--- src/bcp_pkg.sv ---
// Shared types, codes and constants for the container header parser.
package bcp_pkg;

  localparam int PALETTE_MAX_DEF = 256;
  localparam int SIZE_BITS_DEF   = 32;
  localparam int FIFO_DEPTH      = 4;

  localparam logic [33:0] POS_MAX     = '1;
  localparam logic [31:0] TAG_PALETTE = 32'h544C_4150;
  localparam logic [31:0] TAG_MASKS   = 32'h4B53_414D;
  localparam logic [5:0]  HEAD_END    = 6'd30;

  localparam logic [1:0] KIND_PALETTE = 2'd0;
  localparam logic [1:0] KIND_MASK    = 2'd1;
  localparam logic [1:0] KIND_STATUS  = 2'd2;

  localparam logic [3:0] ST_OK         = 4'd0;
  localparam logic [3:0] ST_TRUNC      = 4'd1;
  localparam logic [3:0] ST_MAGIC      = 4'd2;
  localparam logic [3:0] ST_VERSION    = 4'd3;
  localparam logic [3:0] ST_ZERO_SIZE  = 4'd4;
  localparam logic [3:0] ST_DEPTH      = 4'd5;
  localparam logic [3:0] ST_ENCODING   = 4'd6;
  localparam logic [3:0] ST_FORMAT     = 4'd7;
  localparam logic [3:0] ST_OVERFLOW   = 4'd8;
  localparam logic [3:0] ST_PAL_BIG    = 4'd9;
  localparam logic [3:0] ST_NO_PALETTE = 4'd10;
  localparam logic [3:0] ST_NO_MASKS   = 4'd11;

  typedef enum logic [2:0] {
    CFG_MAGIC   = 3'd0,
    CFG_VERSION = 3'd1,
    CFG_ENC_LIM = 3'd2,
    CFG_FMT_LIM = 3'd3,
    CFG_CUSTOM  = 3'd4,
    CFG_PAL_BIT = 3'd5,
    CFG_MSK_BIT = 3'd6
  } cfg_idx_t;

  typedef enum logic [2:0] {
    PH_HEAD   = 3'd0,
    PH_PCOUNT = 3'd1,
    PH_PENTRY = 3'd2,
    PH_MWORD  = 3'd3,
    PH_SKIP   = 3'd4
  } phase_t;

  typedef struct packed {
    logic [31:0] magic_word;
    logic [15:0] required_version;
    logic [7:0]  encoding_limit;
    logic [7:0]  format_limit;
    logic [7:0]  custom_format_code;
    logic [7:0]  palette_flag_bit;
    logic [7:0]  masks_flag_bit;
  } cfg_t;

  typedef struct packed {
    logic [1:0]  kind;
    logic [7:0]  index;
    logic [31:0] value;
    logic [3:0]  status;
    logic [15:0] width;
    logic [15:0] height;
    logic [7:0]  depth;
    logic [7:0]  encoding;
    logic [7:0]  format;
    logic [8:0]  pal_size;
    logic        last;
  } rec_t;

endpackage

--- src/bcp_fifo.sv ---
// Small record queue: up to two pushes and one pop per cycle.
module bcp_fifo #(
  parameter int DEPTH = bcp_pkg::FIFO_DEPTH
) (
  input  logic           clk,
  input  logic           rst_n,
  input  logic [1:0]     push_n,
  input  bcp_pkg::rec_t  push_d0,
  input  bcp_pkg::rec_t  push_d1,
  input  logic           pop,
  output bcp_pkg::rec_t  head,
  output logic           not_empty,
  output logic           room2
);

  localparam int AW = $clog2(DEPTH);
  localparam int CW = $clog2(DEPTH + 1);

  bcp_pkg::rec_t    mem_r [DEPTH];
  logic [AW-1:0]    wp_r, rp_r;
  logic [CW-1:0]    cnt_r;
  logic [AW-1:0]    wp1;

  assign wp1       = wp_r + AW'(1);
  assign head      = mem_r[rp_r];
  assign not_empty = cnt_r != '0;
  assign room2     = cnt_r <= CW'(DEPTH - 2);

  always_ff @(posedge clk) begin
    if (push_n != 2'd0) mem_r[wp_r] <= push_d0;
    if (push_n == 2'd2) mem_r[wp1] <= push_d1;
  end

  always_ff @(posedge clk) begin
    if (!rst_n) begin
      wp_r  <= '0;
      rp_r  <= '0;
      cnt_r <= '0;
    end else begin
      wp_r  <= wp_r + AW'(push_n);
      if (pop) rp_r <= rp_r + AW'(1);
      cnt_r <= cnt_r + CW'(push_n) - CW'(pop);
    end
  end

endmodule

--- src/bcp_core.sv ---
// Byte-at-a-time parse state: magic, header, section bounds and chunk walker.
module bcp_core #(
  parameter int PALETTE_MAX = bcp_pkg::PALETTE_MAX_DEF,
  parameter int SIZE_BITS   = bcp_pkg::SIZE_BITS_DEF
) (
  input  logic           clk,
  input  logic           rst_n,
  input  logic           take,
  input  logic [7:0]     file_byte,
  input  logic           end_of_file,
  input  bcp_pkg::cfg_t  cfg,
  output logic [1:0]     rec_n,
  output bcp_pkg::rec_t  rec0,
  output bcp_pkg::rec_t  rec1
);

  localparam logic [34:0] LIM = (35'(1) << SIZE_BITS) - 35'(1);

  logic [33:0] pos_r, pos_nxt;
  logic [31:0] magic_r, magic_nxt;
  logic [15:0] ver_r, ver_nxt, wid_r, wid_nxt, hgt_r, hgt_nxt;
  logic [7:0]  dep_r, dep_nxt, enc_r, enc_nxt, fmt_r, fmt_nxt, flg_r, flg_nxt;
  logic [31:0] sz0_r, sz0_nxt, sz1_r, sz1_nxt, sz2_r, sz2_nxt;
  logic [34:0] acc_r, acc_nxt, xs_r, xs_nxt, xe_r, xe_nxt, me_r, me_nxt;
  logic        ov_r, ov_nxt;
  bcp_pkg::phase_t phase_r, phase_nxt;
  logic [2:0]  sub_r, sub_nxt;
  logic [31:0] tag_r, tag_nxt, remn_r, remn_nxt, gat_r, gat_nxt;
  logic [8:0]  cnt_r, cnt_nxt, palc_r, palc_nxt;
  logic        seenp_r, seenp_nxt, seenm_r, seenm_nxt;
  logic [3:0]  err_r, err_nxt;

  logic [3:0]  hchk;
  logic        dep_ok;
  logic [34:0] pos_x, rem, sum_a, sum_b;
  logic        in_extra, word_done, brk;
  logic [31:0] rm, w;
  logic        emit;
  logic [1:0]  emit_kind;
  logic [7:0]  emit_idx;
  logic [34:0] flen;
  logic [3:0]  st;
  logic        hok, pok;
  bcp_pkg::rec_t item, fin;

  assign pos_x    = {1'b0, pos_r};
  assign rem      = xe_r - pos_x;
  assign in_extra = (pos_x >= xs_r) && (pos_x < xe_r);

  // header checks, ordered by precedence
  always_comb begin
    case (dep_r) inside
      8'd1, 8'd2, 8'd4, 8'd8, 8'd16, 8'd24, 8'd32: dep_ok = 1'b1;
      default: dep_ok = 1'b0;
    endcase
    if (ver_r != cfg.required_version) hchk = bcp_pkg::ST_VERSION;
    else if (wid_r == '0 || hgt_r == '0) hchk = bcp_pkg::ST_ZERO_SIZE;
    else if (!dep_ok) hchk = bcp_pkg::ST_DEPTH;
    else if (enc_r >= cfg.encoding_limit) hchk = bcp_pkg::ST_ENCODING;
    else if (fmt_r >= cfg.format_limit) hchk = bcp_pkg::ST_FORMAT;
    else if (fmt_r <= 8'd3 && dep_r != (8'd1 << fmt_r[1:0])) hchk = bcp_pkg::ST_DEPTH;
    else if (ov_r) hchk = bcp_pkg::ST_OVERFLOW;
    else hchk = bcp_pkg::ST_OK;
  end

  // next state
  always_comb begin
    magic_nxt = magic_r; ver_nxt = ver_r; wid_nxt = wid_r; hgt_nxt = hgt_r;
    dep_nxt = dep_r; enc_nxt = enc_r; fmt_nxt = fmt_r; flg_nxt = flg_r;
    sz0_nxt = sz0_r; sz1_nxt = sz1_r; sz2_nxt = sz2_r;
    acc_nxt = acc_r; xs_nxt = xs_r; xe_nxt = xe_r; me_nxt = me_r; ov_nxt = ov_r;
    phase_nxt = phase_r; sub_nxt = sub_r; tag_nxt = tag_r; remn_nxt = remn_r;
    gat_nxt = gat_r; cnt_nxt = cnt_r; palc_nxt = palc_r;
    seenp_nxt = seenp_r; seenm_nxt = seenm_r; err_nxt = err_r;
    sum_a = '0; sum_b = '0; rm = remn_r; w = '0; word_done = 1'b0; brk = 1'b0;
    emit = 1'b0; emit_kind = bcp_pkg::KIND_PALETTE; emit_idx = cnt_r[7:0];
    pos_nxt = (pos_r == bcp_pkg::POS_MAX) ? pos_r : pos_r + 34'd1;

    if (pos_r < 34'd4) begin
      magic_nxt[8*pos_r[1:0] +: 8] = file_byte;
      if (pos_r == 34'd3 && magic_nxt != cfg.magic_word) err_nxt = bcp_pkg::ST_MAGIC;
    end else if (pos_r < 34'(bcp_pkg::HEAD_END)) begin
      case (pos_r[4:0])
        5'd4:  ver_nxt[7:0]   = file_byte;
        5'd5:  ver_nxt[15:8]  = file_byte;
        5'd6:  wid_nxt[7:0]   = file_byte;
        5'd7:  wid_nxt[15:8]  = file_byte;
        5'd8:  hgt_nxt[7:0]   = file_byte;
        5'd9:  hgt_nxt[15:8]  = file_byte;
        5'd10: dep_nxt        = file_byte;
        5'd11: enc_nxt        = file_byte;
        5'd12: fmt_nxt        = file_byte;
        5'd13: flg_nxt        = file_byte;
        5'd14: sz0_nxt[7:0]   = file_byte;
        5'd15: sz0_nxt[15:8]  = file_byte;
        5'd16: sz0_nxt[23:16] = file_byte;
        5'd17: sz0_nxt[31:24] = file_byte;
        5'd18: sz1_nxt[7:0]   = file_byte;
        5'd19: sz1_nxt[15:8]  = file_byte;
        5'd20: sz1_nxt[23:16] = file_byte;
        5'd21: sz1_nxt[31:24] = file_byte;
        5'd22: sz2_nxt[7:0]   = file_byte;
        5'd23: sz2_nxt[15:8]  = file_byte;
        5'd24: sz2_nxt[23:16] = file_byte;
        5'd25: sz2_nxt[31:24] = file_byte;
        // reserved word: section bounds are summed one size per byte
        5'd26: begin
          sum_a   = 35'(bcp_pkg::HEAD_END) + {3'b0, sz0_r};
          xs_nxt  = sum_a;
          ov_nxt  = sum_a > LIM;
          acc_nxt = (sum_a > LIM) ? '0 : sum_a;
        end
        5'd27: begin
          xe_nxt  = xs_r + {3'b0, sz1_r};
          sum_b   = acc_r + {3'b0, sz1_r};
          ov_nxt  = ov_r | (sum_b > LIM);
          acc_nxt = (sum_b > LIM) ? '0 : sum_b;
        end
        5'd28: begin
          me_nxt  = xe_r + {3'b0, sz2_r};
          sum_b   = acc_r + {3'b0, sz2_r};
          ov_nxt  = ov_r | (sum_b > LIM);
        end
        default: ;
      endcase
      if (pos_r == 34'd29 && err_r == bcp_pkg::ST_OK) err_nxt = hchk;
    end else if (err_r == bcp_pkg::ST_OK && in_extra) begin
      if (phase_r == bcp_pkg::PH_HEAD) begin
        if (sub_r == 3'd0 && rem < 35'd8) begin
          err_nxt = bcp_pkg::ST_TRUNC;
        end else begin
          if (!sub_r[2]) tag_nxt[8*sub_r[1:0] +: 8] = file_byte;
          else gat_nxt[8*sub_r[1:0] +: 8] = file_byte;
          if (sub_r == 3'd7) begin
            sub_nxt = 3'd0;
            if ({3'b0, gat_nxt} > rem - 35'd1) begin
              err_nxt = bcp_pkg::ST_TRUNC;
            end else begin
              remn_nxt = gat_nxt;
              if (tag_r == bcp_pkg::TAG_PALETTE) begin
                if (gat_nxt < 32'd4) err_nxt = bcp_pkg::ST_TRUNC;
                else phase_nxt = bcp_pkg::PH_PCOUNT;
              end else if (tag_r == bcp_pkg::TAG_MASKS) begin
                if (gat_nxt < 32'd16) err_nxt = bcp_pkg::ST_TRUNC;
                else begin
                  phase_nxt = bcp_pkg::PH_MWORD;
                  cnt_nxt   = '0;
                end
              end else if (gat_nxt != '0) begin
                phase_nxt = bcp_pkg::PH_SKIP;
              end
            end
          end else begin
            sub_nxt = sub_r + 3'd1;
          end
        end
      end else begin
        rm       = remn_r - 32'(remn_r != '0);
        remn_nxt = rm;
        if (phase_r != bcp_pkg::PH_SKIP) begin
          gat_nxt[8*sub_r[1:0] +: 8] = file_byte;
          word_done = sub_r[1:0] == 2'd3;
          sub_nxt   = word_done ? 3'd0 : sub_r + 3'd1;
        end
        w = gat_nxt;
        if (word_done) begin
          unique case (phase_r)
            bcp_pkg::PH_PCOUNT: begin
              if (w > 32'(PALETTE_MAX)) begin
                err_nxt = bcp_pkg::ST_PAL_BIG;
                brk     = 1'b1;
              end else if ({w, 2'b00} > {2'b00, rm}) begin
                err_nxt = bcp_pkg::ST_TRUNC;
                brk     = 1'b1;
              end else begin
                palc_nxt  = w[8:0];
                seenp_nxt = 1'b1;
                cnt_nxt   = '0;
                phase_nxt = (w != '0) ? bcp_pkg::PH_PENTRY : bcp_pkg::PH_SKIP;
              end
            end
            bcp_pkg::PH_PENTRY: begin
              emit      = 1'b1;
              emit_kind = bcp_pkg::KIND_PALETTE;
              cnt_nxt   = cnt_r + 9'd1;
              if (cnt_nxt >= palc_r) phase_nxt = bcp_pkg::PH_SKIP;
            end
            bcp_pkg::PH_MWORD: begin
              emit      = 1'b1;
              emit_kind = bcp_pkg::KIND_MASK;
              cnt_nxt   = cnt_r + 9'd1;
              if (cnt_nxt >= 9'd4) begin
                seenm_nxt = 1'b1;
                phase_nxt = bcp_pkg::PH_SKIP;
              end
            end
            default: ;
          endcase
        end
        if (!brk && rm == '0) begin
          phase_nxt = bcp_pkg::PH_HEAD;
          sub_nxt   = 3'd0;
        end
      end
    end
  end

  // records: chunk entry and final status
  always_comb begin
    flen = pos_x + 35'd1;
    hok  = 1'b0;
    pok  = 1'b0;
    if (flen < 35'(bcp_pkg::HEAD_END)) begin
      st = bcp_pkg::ST_TRUNC;
    end else if (err_nxt >= bcp_pkg::ST_MAGIC && err_nxt <= bcp_pkg::ST_OVERFLOW) begin
      st  = err_nxt;
      hok = err_nxt != bcp_pkg::ST_MAGIC;
    end else begin
      hok = 1'b1;
      if (flen < me_r) begin
        st = bcp_pkg::ST_TRUNC;
      end else begin
        pok = 1'b1;
        if (err_nxt != bcp_pkg::ST_OK) st = err_nxt;
        else if ((flg_r & cfg.palette_flag_bit) != '0 && !seenp_nxt)
          st = bcp_pkg::ST_NO_PALETTE;
        else if ((flg_r & cfg.masks_flag_bit) != '0 && !seenm_nxt)
          st = bcp_pkg::ST_NO_MASKS;
        else if (fmt_r <= 8'd3 && !seenp_nxt) st = bcp_pkg::ST_NO_PALETTE;
        else if (fmt_r == cfg.custom_format_code && !seenm_nxt) st = bcp_pkg::ST_NO_MASKS;
        else st = bcp_pkg::ST_OK;
      end
    end

    fin          = '0;
    fin.kind     = bcp_pkg::KIND_STATUS;
    fin.status   = st;
    fin.last     = 1'b1;
    if (hok) begin
      fin.width    = wid_r;
      fin.height   = hgt_r;
      fin.depth    = dep_r;
      fin.encoding = enc_r;
      fin.format   = fmt_r;
    end
    if (pok) fin.pal_size = palc_nxt;

    item       = '0;
    item.kind  = emit_kind;
    item.index = emit_idx;
    item.value = w;
    item.last  = !end_of_file;

    rec0  = emit ? item : fin;
    rec1  = fin;
    rec_n = take ? (2'(emit) + 2'(end_of_file)) : 2'd0;
  end

  // payload: lane-written, every lane is written before it is read
  always_ff @(posedge clk) begin
    if (take) begin
      magic_r <= magic_nxt; ver_r <= ver_nxt; wid_r <= wid_nxt; hgt_r <= hgt_nxt;
      dep_r <= dep_nxt; enc_r <= enc_nxt; fmt_r <= fmt_nxt; flg_r <= flg_nxt;
      sz0_r <= sz0_nxt; sz1_r <= sz1_nxt; sz2_r <= sz2_nxt;
      acc_r <= acc_nxt; xs_r <= xs_nxt; xe_r <= xe_nxt; me_r <= me_nxt;
      tag_r <= tag_nxt; remn_r <= remn_nxt; gat_r <= gat_nxt;
    end
  end

  // control: cleared by reset and by the last byte of a file
  always_ff @(posedge clk) begin
    if (!rst_n || (take && end_of_file)) begin
      pos_r   <= '0;
      ov_r    <= 1'b0;
      phase_r <= bcp_pkg::PH_HEAD;
      sub_r   <= '0;
      cnt_r   <= '0;
      palc_r  <= '0;
      seenp_r <= 1'b0;
      seenm_r <= 1'b0;
      err_r   <= bcp_pkg::ST_OK;
    end else if (take) begin
      pos_r   <= pos_nxt;
      ov_r    <= ov_nxt;
      phase_r <= phase_nxt;
      sub_r   <= sub_nxt;
      cnt_r   <= cnt_nxt;
      palc_r  <= palc_nxt;
      seenp_r <= seenp_nxt;
      seenm_r <= seenm_nxt;
      err_r   <= err_nxt;
    end
  end

endmodule

--- src/bitmap_container_header_parser.sv ---
// Top level: configuration registers, parse core and output record queue.
// One file byte is taken per cycle whenever the output queue has room for two
// records, so the sustained rate is one byte per clock while results drain; a
// byte yields up to two records (a palette or mask entry and the final status)
// that leave one per cycle, while out_ready is high, from a four-entry queue
// in which each result is registered. Section bounds are summed during the
// reserved header word, one add per byte, so header checking needs
// no wide add chain. Configuration is written through cfg_we/cfg_index/cfg_data
// and takes effect at the next check that uses it.
module bitmap_container_header_parser #(
  parameter int PALETTE_MAX = bcp_pkg::PALETTE_MAX_DEF,
  parameter int SIZE_BITS   = bcp_pkg::SIZE_BITS_DEF
) (
  input  logic        clk,
  input  logic        rst_n,
  input  logic        in_valid,
  output logic        in_ready,
  input  logic [7:0]  in_file_byte,
  input  logic        in_end_of_file,
  output logic        out_valid,
  input  logic        out_ready,
  output logic [1:0]  out_record_kind,
  output logic [7:0]  out_record_index,
  output logic [31:0] out_record_value,
  output logic [3:0]  out_status_code,
  output logic [15:0] out_image_width,
  output logic [15:0] out_image_height,
  output logic [7:0]  out_depth_bits,
  output logic [7:0]  out_encoding_mode,
  output logic [7:0]  out_format_code,
  output logic [8:0]  out_palette_size,
  output logic        out_run_last,
  input  logic        cfg_we,
  input  logic [2:0]  cfg_index,
  input  logic [31:0] cfg_data
);

  bcp_pkg::cfg_t cfg_r;
  bcp_pkg::rec_t rec0, rec1, head;
  logic [1:0]    rec_n;
  logic          take, room2;

  always_ff @(posedge clk) begin
    if (!rst_n) begin
      cfg_r.magic_word         <= '0;
      cfg_r.required_version   <= 16'd256;
      cfg_r.encoding_limit     <= 8'd8;
      cfg_r.format_limit       <= 8'd16;
      cfg_r.custom_format_code <= 8'd15;
      cfg_r.palette_flag_bit   <= 8'd1;
      cfg_r.masks_flag_bit     <= 8'd2;
    end else if (cfg_we) begin
      unique case (cfg_index)
        bcp_pkg::CFG_MAGIC:   cfg_r.magic_word         <= cfg_data;
        bcp_pkg::CFG_VERSION: cfg_r.required_version   <= cfg_data[15:0];
        bcp_pkg::CFG_ENC_LIM: cfg_r.encoding_limit     <= cfg_data[7:0];
        bcp_pkg::CFG_FMT_LIM: cfg_r.format_limit       <= cfg_data[7:0];
        bcp_pkg::CFG_CUSTOM:  cfg_r.custom_format_code <= cfg_data[7:0];
        bcp_pkg::CFG_PAL_BIT: cfg_r.palette_flag_bit   <= cfg_data[7:0];
        bcp_pkg::CFG_MSK_BIT: cfg_r.masks_flag_bit     <= cfg_data[7:0];
        default: ;
      endcase
    end
  end

  assign in_ready = room2;
  assign take     = in_valid && room2;

  bcp_core #(
    .PALETTE_MAX (PALETTE_MAX),
    .SIZE_BITS   (SIZE_BITS)
  ) u_core (
    .clk         (clk),
    .rst_n       (rst_n),
    .take        (take),
    .file_byte   (in_file_byte),
    .end_of_file (in_end_of_file),
    .cfg         (cfg_r),
    .rec_n       (rec_n),
    .rec0        (rec0),
    .rec1        (rec1)
  );

  bcp_fifo #(
    .DEPTH (bcp_pkg::FIFO_DEPTH)
  ) u_fifo (
    .clk       (clk),
    .rst_n     (rst_n),
    .push_n    (rec_n),
    .push_d0   (rec0),
    .push_d1   (rec1),
    .pop       (out_valid && out_ready),
    .head      (head),
    .not_empty (out_valid),
    .room2     (room2)
  );

  assign out_record_kind   = head.kind;
  assign out_record_index  = head.index;
  assign out_record_value  = head.value;
  assign out_status_code   = head.status;
  assign out_image_width   = head.width;
  assign out_image_height  = head.height;
  assign out_depth_bits    = head.depth;
  assign out_encoding_mode = head.encoding;
  assign out_format_code   = head.format;
  assign out_palette_size  = head.pal_size;
  assign out_run_last      = head.last;

endmodule

--- config.mk ---
export PLATFORM = sky130hd
export DESIGN_NAME = bitmap_container_header_parser
export DESIGN_NICKNAME = d
export VERILOG_FILES = /design/src/bcp_pkg.sv /design/src/bcp_fifo.sv /design/src/bcp_core.sv /design/src/bitmap_container_header_parser.sv
export SDC_FILE = /design/constraint.sdc
export NUM_CORES = 2
export LEC_CHECK = 0
export ABC_AREA = 1
export BUFFER_PORTS_ARGS = -buffer_cell sky130_fd_sc_hd__buf_2
export CAP_MARGIN = 40
export CORE_UTILIZATION = 50
export CTS_BUF_LIST = sky130_fd_sc_hd__clkbuf_4
export CTS_CLUSTER_SIZE = 8
export DETAILED_ROUTE_END_ITERATION = 12
export GPL_TIMING_DRIVEN = 0
export PLACE_DENSITY = 0.69
export RECOVER_POWER = 50
export SLEW_MARGIN = 0
export SYNTH_ARGS = -nofsm -noshare
export SYNTH_HDL_FRONTEND = slang
export SYNTH_SLANG_ARGS = --single-unit
--- constraint.sdc ---
create_clock -name clk -period 6.1 [get_ports clk]
set_input_delay 1.525 -clock clk [delete_from_list [all_inputs] [get_ports clk]]
set_output_delay 1.525 -clock clk [all_outputs]
set_load 0.02 [all_outputs]
==> flow_summary.yaml <==
status:
  status: "finished, violations left"
  violations: "capacitance limit, slew limit"
grt:
  track_usage_pct: 30.02
  antenna_found_initial: 2
  grt_max_degree: 41
  grt-ovfl-total: 0
  grt_pass1_wl_um: 280200
  grt_pass1_vias: 50060
drt:
  viasPerCell: 5.670
  drcViolationCount: 0
  initialDrtViolationCount: 4754
  ant_nets: 0
  wl_um: 186100
  vias: 52240
  avgRoutedWirePerCell_um: 20.20
  dr.pass1.iters: 6
setup_path:
  slowest_stage: "edfxtp_1"
  critPathLaunchType: "flop"
  worst_r2r_path_depth: 34
  cp_data_arrival_time_ns: 6.85
  path_class: "flop to flop"
  slowest_delay_ns: 0.42
  cp-endpoint: "u_fifo.mem_r[2][32]"
  path_buf_inv: 4
  rrSetupSlack_ns: 0.22
  required_ns: 7.07
  rr_startpoint: "u_core.remn_r[2]"
  cpLargestDelayFamily: "simple AND/OR/NAND/NOR gates"
  critPathCaptureType: "flop"
  critPathMaxFanout: 8
  path_common_cell: "nor2_1"
  cp-startpoint: "u_core.remn_r[2]"
  r2r_end: "u_fifo.mem_r[2][32]"
  crit_cells: 34
logic_synthesis:
  netlist_area_um2: 59700
  ys_warn_count: 0
  yosysUniqueCellTypes: 65
  synth-edff-count: 717
  seq_area_frac_synth_pct: 47.27
  synthArstFlopShare_pct: 0
  syn_avg_cell_area_um2: 8.577
  synthFlopType: "edfxtp_1"
  netlist_instances: 6960
  ys_ff_latch: 1051
sta:
  rsz0062_at_grt: "true"
  finClkSkew_ns: 0.1064
  min_period_over_period_pct: 96.32
  worst_pin_slew_ns: 1.794
  finalSetupViolCount: 0
  finalHoldViolCount: 0
  fin_setup_tns_ns: 0
  period_minus_slack_ns: 5.875
  slew_violations: 96
  timing.slew.headroom_pct: -19.63
  max_freq_ghz: 0.1702
place:
  gp_congestion: 0.9886
  hpwl_um: 140400
  io_buffers: 162
power_and_ir_drop:
  leakage_nw: 27.97
  finalPower_mw: 19.02
  power_density_nw_per_um2: 283.8
  ir_worst_vdd_mv: 0.1984
floorplanning:
  die_h_um: 347.5
  start_util_pct: 50.49
  ios: 163
  die_w_um: 347.5
  design.core.area_um2: 118200
  fp-row-count: 126
  die_area_um2: 120800
min_path:
  hold_class: "flop to flop"
  min_from: "u_fifo.mem_r[1][111]"
cells_and_area:
  drive_gt1_share_pct: 13.73
  fin_util_pct: 56.69
  fillers: 10670
  final_net_count: 7877
  syn2layout_area_growth_pct: 12.28
clocking:
  cts-root-buf: "clkbuf_4"
  cts_tree: "done"
  cts_sinks: 1051
  clock_latency_ns: 1.29
  clock_path_buffers: 4
  htreeDepth: 5
  cts_buffers: 296
  clkTransAtPathRegs_ns: 0.06
job:
  max_cap_violations: 5
Yosys cell counts (all sizes together), types with 83 or more instances:
cell type / number / area, µm²
nand2: 1212 / 4584
nor2: 999 / 4188
o21ai: 803 / 4019
inv: 757 / 2841
edfxtp: 717 / 21530
ha: 342 / 4279
dfxtp: 334 / 6686
a21oi: 311 / 1556
nand3: 305 / 2067
clkbuf: 203 / 762.0
xor2: 172 / 1506
o22ai: 148 / 925.9
nor3: 128 / 823.3
nand4: 126 / 833.3
xnor2: 83 / 727.0
worst min-delay path by stage:
stage                            to  cells after the start  slack [ns]
2_1_floorplan  u_fifo.mem_r[1][111]                      2        0.42
3_3_place_gp    u_fifo.mem_r[2][84]                      2        0.43
3_5_place_dp   u_fifo.mem_r[2][111]                      2        0.44
4_1_cts                   cfg_r[80]                      3        0.42
5_1_grt        u_fifo.mem_r[2][111]                      2        0.46
6_report       u_fifo.mem_r[1][111]                      2        0.45
cell type report:
cell class	count	area, µm²	area share [%]
flip-flops and latches	1051	28230	42.11
multi-input cells	4901	27860	41.56
clock buffers	438	3288	4.906
inverters	768	2892	4.314
well taps	1536	1922	2.867
repair buffers	220	1503	2.242
plain buffers	242	1107	1.652
clock inverters	47	212.7	0.3173
diodes	9	22.52	0.03360
worst register-to-register path, delay by kind of cell (launching register included):
family | cells | cell delay, ns
DFF | 1 | 0.42
adders and majority gates | 3 | 0.84
AOI/OAI and AO/OA | 1 | 0.25
buffers and inverters | 4 | 0.49
xor gates and xnor gates | 1 | 0.28
and+or+nand+nor | 25 | 3.38
cell usage in the layout, fill, tap and decap left out, drive strengths merged, types with 4 or more instances in the layout:
master / instances
nand2: 1212
nor2: 999
o21ai: 803
inv: 763
edfxtp: 717
clkbuf: 677
ha: 342
dfxtp: 334
a21oi: 311
nand3: 305
buf: 221
xor2: 172
o22ai: 148
nor3: 128
nand4: 127
xnor2: 83
nor4: 66
clkinv: 49
o21a: 29
a211oi: 20
o31ai: 18
or2: 16
nand3b: 13
a21o: 12
o211ai: 12
a31oi: 11
o21bai: 10
diode: 9
nor3b: 8
and3: 6
a21boi: 6
fa: 6
o2111ai: 5
a221oi: 5
a22o: 4
where the power goes:
group	total [mW]	internal [mW]	switching [mW]
combinational	4.77	1.38	3.39
sequential	7.94	7.80	0.146
clock	6.31	3.30	3.01
per-stage QoR:
stage                     instances  hold WS, ns  setup slack [ns]  area, µm²
after floorplan                6962       0.4219            0.2502      59700
after global placement         8660       0.4325            -3.910      62440
after detailed placement       8703       0.4352           -0.8965      63240
after CTS                      9189       0.4221          0.005915      66840
after global routing           9209       0.4625          -0.06642      67020
final                          9212       0.4492            0.2248      67030
logic make-up (layout without fill, tap and decap cells):
family,after synthesis,after routing,synth area share [%]
buf+inv,1011,1715,6.636
fa+ha+maj,348,348,7.369
xor+xnor,255,255,3.741
compound gates,1407,1407,12.76
simple gates,2887,2888,22.22
flops,1051,1051,47.27
other cells,1,12,0.006282
what timing repair did:
action	CTS	global route
hold buffers	0	0
gates cloned	0	6
pin swaps	1	5
setup endpoints to repair	731	586
setup buffers	1	8
gates resized for setup	27	74
sequential cells by signal, indices dropped and copies added, names as in the netlist, 33 cells and up, named ones only:
register      count
u_core.acc_r     35
u_fifo.mem_r    448
cfg_r            88
u_core.me_r      35
u_core.pos_r     34
u_core.xs_r      33
u_core.xe_r      34
per-layer routing:
metal / up-vias / track usage [%] / part of all wire, %
li1: 24940 / - / -
met1: 24500 / 37.39 / 40
met2: 2310 / 50.81 / 48
met3: 490 / 4.317 / 7.5
met4: 0 / 15.20 / 4.8
met5: - / 0 / 0
(Power assumes the default switching activity.)
